File: src/hw/rtl/vrl_pkg.sv
// Package for the value rate limiter: beat payload structs and fixed constants.
// Used by vrl_divider and value_rate_limiter_with_history; no dependencies.
`timescale 1ns / 1ps
package vrl_pkg;

    typedef struct packed {
        logic [31:0] now_seconds;
        logic [31:0] added_count;
    } in_beat_t;

    typedef struct packed {
        logic        limit_reached;
        logic [47:0] average_rate_q8;
        logic        average_valid;
    } out_beat_t;

    localparam int unsigned ADDR_W = 4;
    localparam logic [ADDR_W-1:0] REG_RATE_LIMIT = 4'h0;
    localparam logic [ADDR_W-1:0] REG_CREDIT_CAP = 4'h4;
    localparam logic [ADDR_W-1:0] REG_START_TIME = 4'h8;

    localparam logic [47:0] AVG_MAX = 48'hFFFF_FFFF_FFFF;

    // Control handshake between the sequencer and the divider.
    typedef struct packed {
        logic start;
    } div_ctrl_t;

    typedef struct packed {
        logic busy;
        logic done;
    } div_stat_t;

endpackage

File: src/hw/rtl/vrl_divider.sv
// Restoring divider, one quotient bit per cycle: 72-bit dividend by a narrow divisor.
// Depends on vrl_pkg for the control structs.
`timescale 1ns / 1ps
module vrl_divider #(
    parameter int unsigned DW = 72,
    parameter int unsigned SW = 13
) (
    input  logic                 clk,
    input  logic                 rst_n,
    input  vrl_pkg::div_ctrl_t   ctrl,
    input  logic [DW-1:0]        dividend,
    input  logic [SW-1:0]        divisor,
    output vrl_pkg::div_stat_t   stat,
    output logic [DW-1:0]        quotient
);
    import vrl_pkg::*;

    localparam int unsigned CW = $clog2(DW + 1);

    logic [DW-1:0] quot_reg, quot_next;
    logic [SW:0]   rem_reg, rem_next;
    logic [SW-1:0] dsr_reg, dsr_next;
    logic [CW-1:0] cnt_reg, cnt_next;
    logic          busy_reg, busy_next;
    logic          done_reg, done_next;
    logic [SW:0]   trial;

    // One shift and subtract step per cycle.
    always_comb
    begin
        quot_next = quot_reg;
        rem_next  = rem_reg;
        dsr_next  = dsr_reg;
        cnt_next  = cnt_reg;
        busy_next = busy_reg;
        done_next = 1'b0;
        trial     = {rem_reg[SW-1:0], quot_reg[DW-1]};
        if (ctrl.start)
        begin
            quot_next = dividend;
            rem_next  = '0;
            dsr_next  = divisor;
            cnt_next  = CW'(DW);
            busy_next = 1'b1;
        end
        else if (busy_reg)
        begin
            if (trial >= {1'b0, dsr_reg})
            begin
                rem_next  = trial - {1'b0, dsr_reg};
                quot_next = {quot_reg[DW-2:0], 1'b1};
            end
            else
            begin
                rem_next  = trial;
                quot_next = {quot_reg[DW-2:0], 1'b0};
            end
            cnt_next = cnt_reg - 1'b1;
            if (cnt_reg == CW'(1))
            begin
                busy_next = 1'b0;
                done_next = 1'b1;
            end
        end
    end

    always_ff @(posedge clk or negedge rst_n)
    begin
        if (!rst_n)
        begin
            busy_reg <= 1'b0;
            done_reg <= 1'b0;
            cnt_reg  <= '0;
        end
        else
        begin
            busy_reg <= busy_next;
            done_reg <= done_next;
            cnt_reg  <= cnt_next;
        end
    end

    always_ff @(posedge clk)
    begin
        quot_reg <= quot_next;
        rem_reg  <= rem_next;
        dsr_reg  <= dsr_next;
    end

    assign quotient  = quot_reg;
    assign stat.busy = busy_reg;
    assign stat.done = done_reg;

endmodule

File: config.mk
export PLATFORM = sky130hd
export DESIGN_NAME = vrl_divider
export DESIGN_NICKNAME = d
export VERILOG_FILES = /design/src/hw/rtl/vrl_pkg.sv /design/src/hw/rtl/vrl_divider.sv
export SDC_FILE = /design/constraint.sdc
export NUM_CORES = 1
export LEC_CHECK = 0
export ABC_CLOCK_PERIOD_IN_PS = 4000
export BUFFER_PORTS_ARGS = -buffer_cell sky130_fd_sc_hd__buf_2
export CAP_MARGIN = 40
export CORE_ASPECT_RATIO = 2
export CORE_MARGIN = 4
export CORE_UTILIZATION = 51
export DETAILED_ROUTE_END_ITERATION = 16
export PLACE_DENSITY = 0.8
export SYNTH_ARGS = -nofsm -noshare
export SYNTH_HDL_FRONTEND = slang
export SYNTH_SLANG_ARGS = --single-unit
File: constraint.sdc
create_clock -name clk -period 4 [get_ports clk]
set_input_delay 0 -clock clk [delete_from_list [all_inputs] [get_ports clk]]
set_output_delay 0 -clock clk [all_outputs]
set_load 0.02 [all_outputs]
# ---- Yosys cells after proc, flatten, opt, wreduce, memory -nomap -nowiden
# Cells that the tools add are included.
dict set report word_totals {
  elab_cells 23
  in_bits 88
  mem_bits_ro 0
  memories 0
  ramBits 0
  register_bits 107
  latchBits 0
}
dict set report classes {
  n_bitwise 0
  div 0
  n_mux 12
  order_cmp 1
  add_sub_neg 2
  shift 0
  n_mul 0
  n_reduce_logical 1
  eq_ne 1
}
# cell count
set ops {}
lappend ops {{72-bit two-way mux} 2}
lappend ops {{14-bit by 13-bit >= comparator with 1-bit output} 1}
lappend ops {{7-bit two-way mux} 2}
lappend ops {{13-bit two-way mux} 1}
lappend ops {{13-bit subtractor} 1}
lappend ops {{7-bit by 1-bit == test with 1-bit output, second input constant} 1}
lappend ops {{1-bit two-way mux} 7}
lappend ops {{7-bit by 1-bit subtractor with 7-bit output, second input constant} 1}
lappend ops {{2-bit nonzero test} 1}

# ---- Depth between registers and ports, before layout
dict set report depth {
  ltp_word 4
  depth_mapped 11
  ltp_nobuf 10
}

# ---- Least setup slack after synthesis
# Ideal clock, no wire load.
dict set report synth_timing {
  path_kind {register to register}
  start {register busy_reg}
  end {register quot_reg[0] (netlist: quotient[0]), enable pin}
  t_arrival_ns 2.383
  required_time_ns 3.574
  slack_ns 1.191
  path_stages_with_launch 5
  synth_period_minus_slack_ns 2.809
  path_cell_list {dfrtp_1 clkbuf_1 clkbuf_1 nor2_1 inv_1}
}
dict set report synth_via {
  elab_chain_len 1
}
# item line_no
set synth_rtl {}
lappend synth_rtl {{start, declared} vrl_divider.sv:24} ;# logic busy_reg, busy_next;
lappend synth_rtl {{start signal, assigned} vrl_divider.sv:77} ;# busy_reg <= busy_next;
lappend synth_rtl {{2-bit nonzero test (no line)} n/a}
lappend synth_rtl {{end signal, assigned} vrl_divider.sv:85} ;# quot_reg <= quot_next;
lappend synth_rtl {{end, declared} vrl_divider.sv:20} ;# logic [DW-1:0] quot_reg, quot_next;
# Every way passes these cells.
# A chain may end at the register's enable or synchronous reset.

# ---- Worst setup path in the final report
dict set report layout_timing {
  start {register quot_reg[71] (netlist: quotient[71])}
  end {register quot_reg[0] (netlist: quotient[0]), data pin}
}
dict set report layout_via {
  elab_chain_len 4
}
# item line_no
set layout_rtl {}
lappend layout_rtl {{14-bit by 13-bit >= comparator with 1-bit output} vrl_divider.sv:48} ;# if (trial >= {1'b0, dsr_reg})
lappend layout_rtl {{1-bit two-way mux} vrl_divider.sv:48}
lappend layout_rtl {{72-bit two-way mux} vrl_divider.sv:46} ;# else if (busy_reg)
lappend layout_rtl {{72-bit two-way mux} vrl_divider.sv:38} ;# if (ctrl.start)
lappend layout_rtl {{via quot_next[0]} vrl_divider.sv:20}
# The timed path passes the listed nets, and every way through them passes these cells. The select of a mux whose other input is x is not followed.

==> flow_summary.yaml <==
job:
  maxCapViolations: 0
clock_tree:
  cts_setup_buffers: 0
  htree_levels: 3
  cts_buffers: 9
  cts_resized: 0
  cts_sinks: 107
  path_clk_slew_ns: 0.08
  clockBufferDepth: 2
  clk_latency_ns: 0.35
  root_buffer: "clkbuf_16"
  cts_tree: "built"
grt:
  antenna_found_initial: 0
  overflow: 0
  first_global_vias: 4603
  grt_use_total_pct: 25.9
  grt_pass1_wl_mm: 23.5
  grt_max_degree: 62
layout:
  area_delta_synth_final_pct: 39.4
  final_common_cell: "buf_2"
  finalNonFillerCells: 761
  fin_nets: 728
  antenna_cells: 0
  layout_common_cells: "buf_2 (160), edfxtp_1 (85), dlygate4sd3_1 (85)"
  largest_register_ffs: 72
  drive_above_1_share_pct: 42.0
timing:
  fin_skew_ns: 0.00950
  setup-tns-final_ns: 0
  fmax_mhz: 338
  finalCriticalPeriod_ns: 2.96
  finalSetupViolCount: 0
  slew-limit-headroom_pct: 45.8
  hold_viol_final: 0
  rsz0062_at_grt: "no"
  maxSlewViolCount: 0
  whs_ns: 0.0271
  min_period_over_period_pct: 74.0
  worst-slew-pin-transition_ns: 0.812
pwr:
  power_density_mw_per_mm2: 490
  finalPower_mw: 3.54
  leakagePower_nw: 3.10
  irDropWorstVdd_mv: 0.309
synthesis:
  ys_ff_latch: 107
  async_reset_ff_share_pct: 8.41
  avgSynthCellArea_sq_um: 13.5
  synthCells: 385
  ys_seq_area_share_pct: 58.6
  syn-num-nets: 489
  ys.flop_type: "edfxtp_1"
  synth_cell_types: 53
  yosysWarnings: 0
  synth_area_sq_mm: 0.00519
  synth_edf_count: 85
worst_setup_path:
  crit_slowest_cell: "a21o_1"
  critPathRequiredTime_ns: 4.09
  critical-path-max-stage-delay_ns: 0.47
  cp-end-kind: "flop"
  crit_fanout: 14
  crit_top_cell: "inv_1"
  path_cells: "inv_1 > ha_1 > inv_1 > fa_1 > a211oi_1 > o21ai_1 > a21oi_2 > a21o_1 > nand2_1 > mux2_2"
  crit_type: "reg -> reg"
  r2r_cells: 10
  cp.arrival_ns: 3.05
  worstSetupStartpointType: "flop"
die:
  num_io_pins: 162
  fp.dieArea_sq_mm: 0.0119
  design.core.area_sq_mm: 0.00983
  initial_utilization_pct: 52.8
  die_width_um: 79.3
  fp.dieH_um: 151
  floorplan.rows: 51
place:
  dp_cells: 660
  hpwl_mm: 9.33
  io_buffers: 161
  place.gp.congestion: 0.915
route:
  drc_errors: 0
  wl_per_cell_um: 19.4
  first_pass_iters: 5
  drtIter0Drc: 215
  postRouteAntennaNets: 0
  avgViaCountPerCell: 5.53
  routed_wl_mm: 14.8
  via_count: 4210
worst_hold_path:
  min_path_type: "in -> reg"
  whs_path_depth: 2
status:
  outcome: "complete, no violations"
## worst max-delay path, delay by kind of cell, from the launching register on
family | cells | cell delay [ns]
mux | 1 | 0.31
fa+ha+maj | 2 | 0.60
compound gates | 4 | 1.08
flops | 1 | 0.38
buf+inv | 2 | 0.15
simple gates | 1 | 0.19
## routing by layer
| layer | vias up | GRT usage, % | routed length [um] |
|---|---|---|---|
| li1 | 1933 | - | - |
| met1 | 2040 | 29.0 | 5320 |
| met2 | 198 | 45.4 | 7830 |
| met3 | 39 | 6.95 | 1050 |
| met4 | 0 | 11.8 | 575 |
| met5 | - | 0 | 0 |
## cell usage after synthesis, drive strengths merged, types with 3 or more instances
master  count  area share, %
dfxtp      13            5.0
ha         15            3.6
a211oi      3           0.43
mux2       72             16
xnor2       8            1.4
clkbuf     16            1.2
inv        20            1.4
or3         3           0.46
buf         7           0.94
o21ai      13            1.3
xor2        6            1.0
nand2      10           0.72
a21oi      11            1.2
nor2       22            1.6
nand3      16            1.6
dfrtp       9            4.3
nor3        5           0.48
a21o        5           0.72
edfxtp     85             49
a311oi     12            2.4
## cells by family (layout without fill, tap and decap cells)
family / after synthesis / after routing / share of synthesized area [%]
XOR/XNOR: 14 / 14 / 2.36
AO/OA/AOI/OAI: 58 / 58 / 8.30
flip-flops: 107 / 107 / 58.6
multiplexers: 74 / 74 / 16.0
buffers and inverters: 43 / 287 / 3.55
AND/OR/NAND/NOR: 73 / 73 / 7.19
adder cells (fa/ha/maj): 16 / 16 / 4.00
## power breakdown
group	internal [mW]	switching [mW]	total [mW]
clock	0.437	0.426	0.864
sequential	1.38	0.120	1.50
combinational	0.532	0.645	1.18
total	2.35	1.19	3.54
## stage by stage
stage               area (sq um)  utilization (%)  worst slack (ns)
floorplan                   5190                -              1.19
global placement            6090             62.0              1.19
detailed placement          6090             62.0              1.11
CTS                         7230             73.6              1.07
global route                7230             73.6             0.864
finish                      7230             73.6              1.04
## path summary, 6_finish.rpt
check / startpoint / slack (ns) / endpoint
worst min-delay path: dividend[33] / 0.03 / quotient[33]
worst max-delay path: quotient[71] / 1.04 / quotient[0]
worst max register to register: quotient[71] / 1.04 / quotient[0]
min in group asynchronous: rst_n / 0.06 / cnt_reg[4]
worst min register to register: rem_reg[7] / 0.51 / rem_reg[7]
max in group asynchronous: rst_n / 3.75 / done_reg
## layout make-up
type                    count  area [sq um]
fillers                   664          2600
clock inverters             7          65.1
multi-input cells         235          1960
well taps                 132           165
repair buffers            251          1700
inverters                  20          75.1
flip-flops and latches    107          3040
clock buffers               9           225
## what timing repair did
| item | CTS | global route |
|---|---|---|
| endpoints found under the hold margin | 93 | 0 |
| hold buffers | 85 | 0 |
| setup endpoints to repair | 0 | 0 |
No activity file was read; power rests on OpenSTA's default activity.
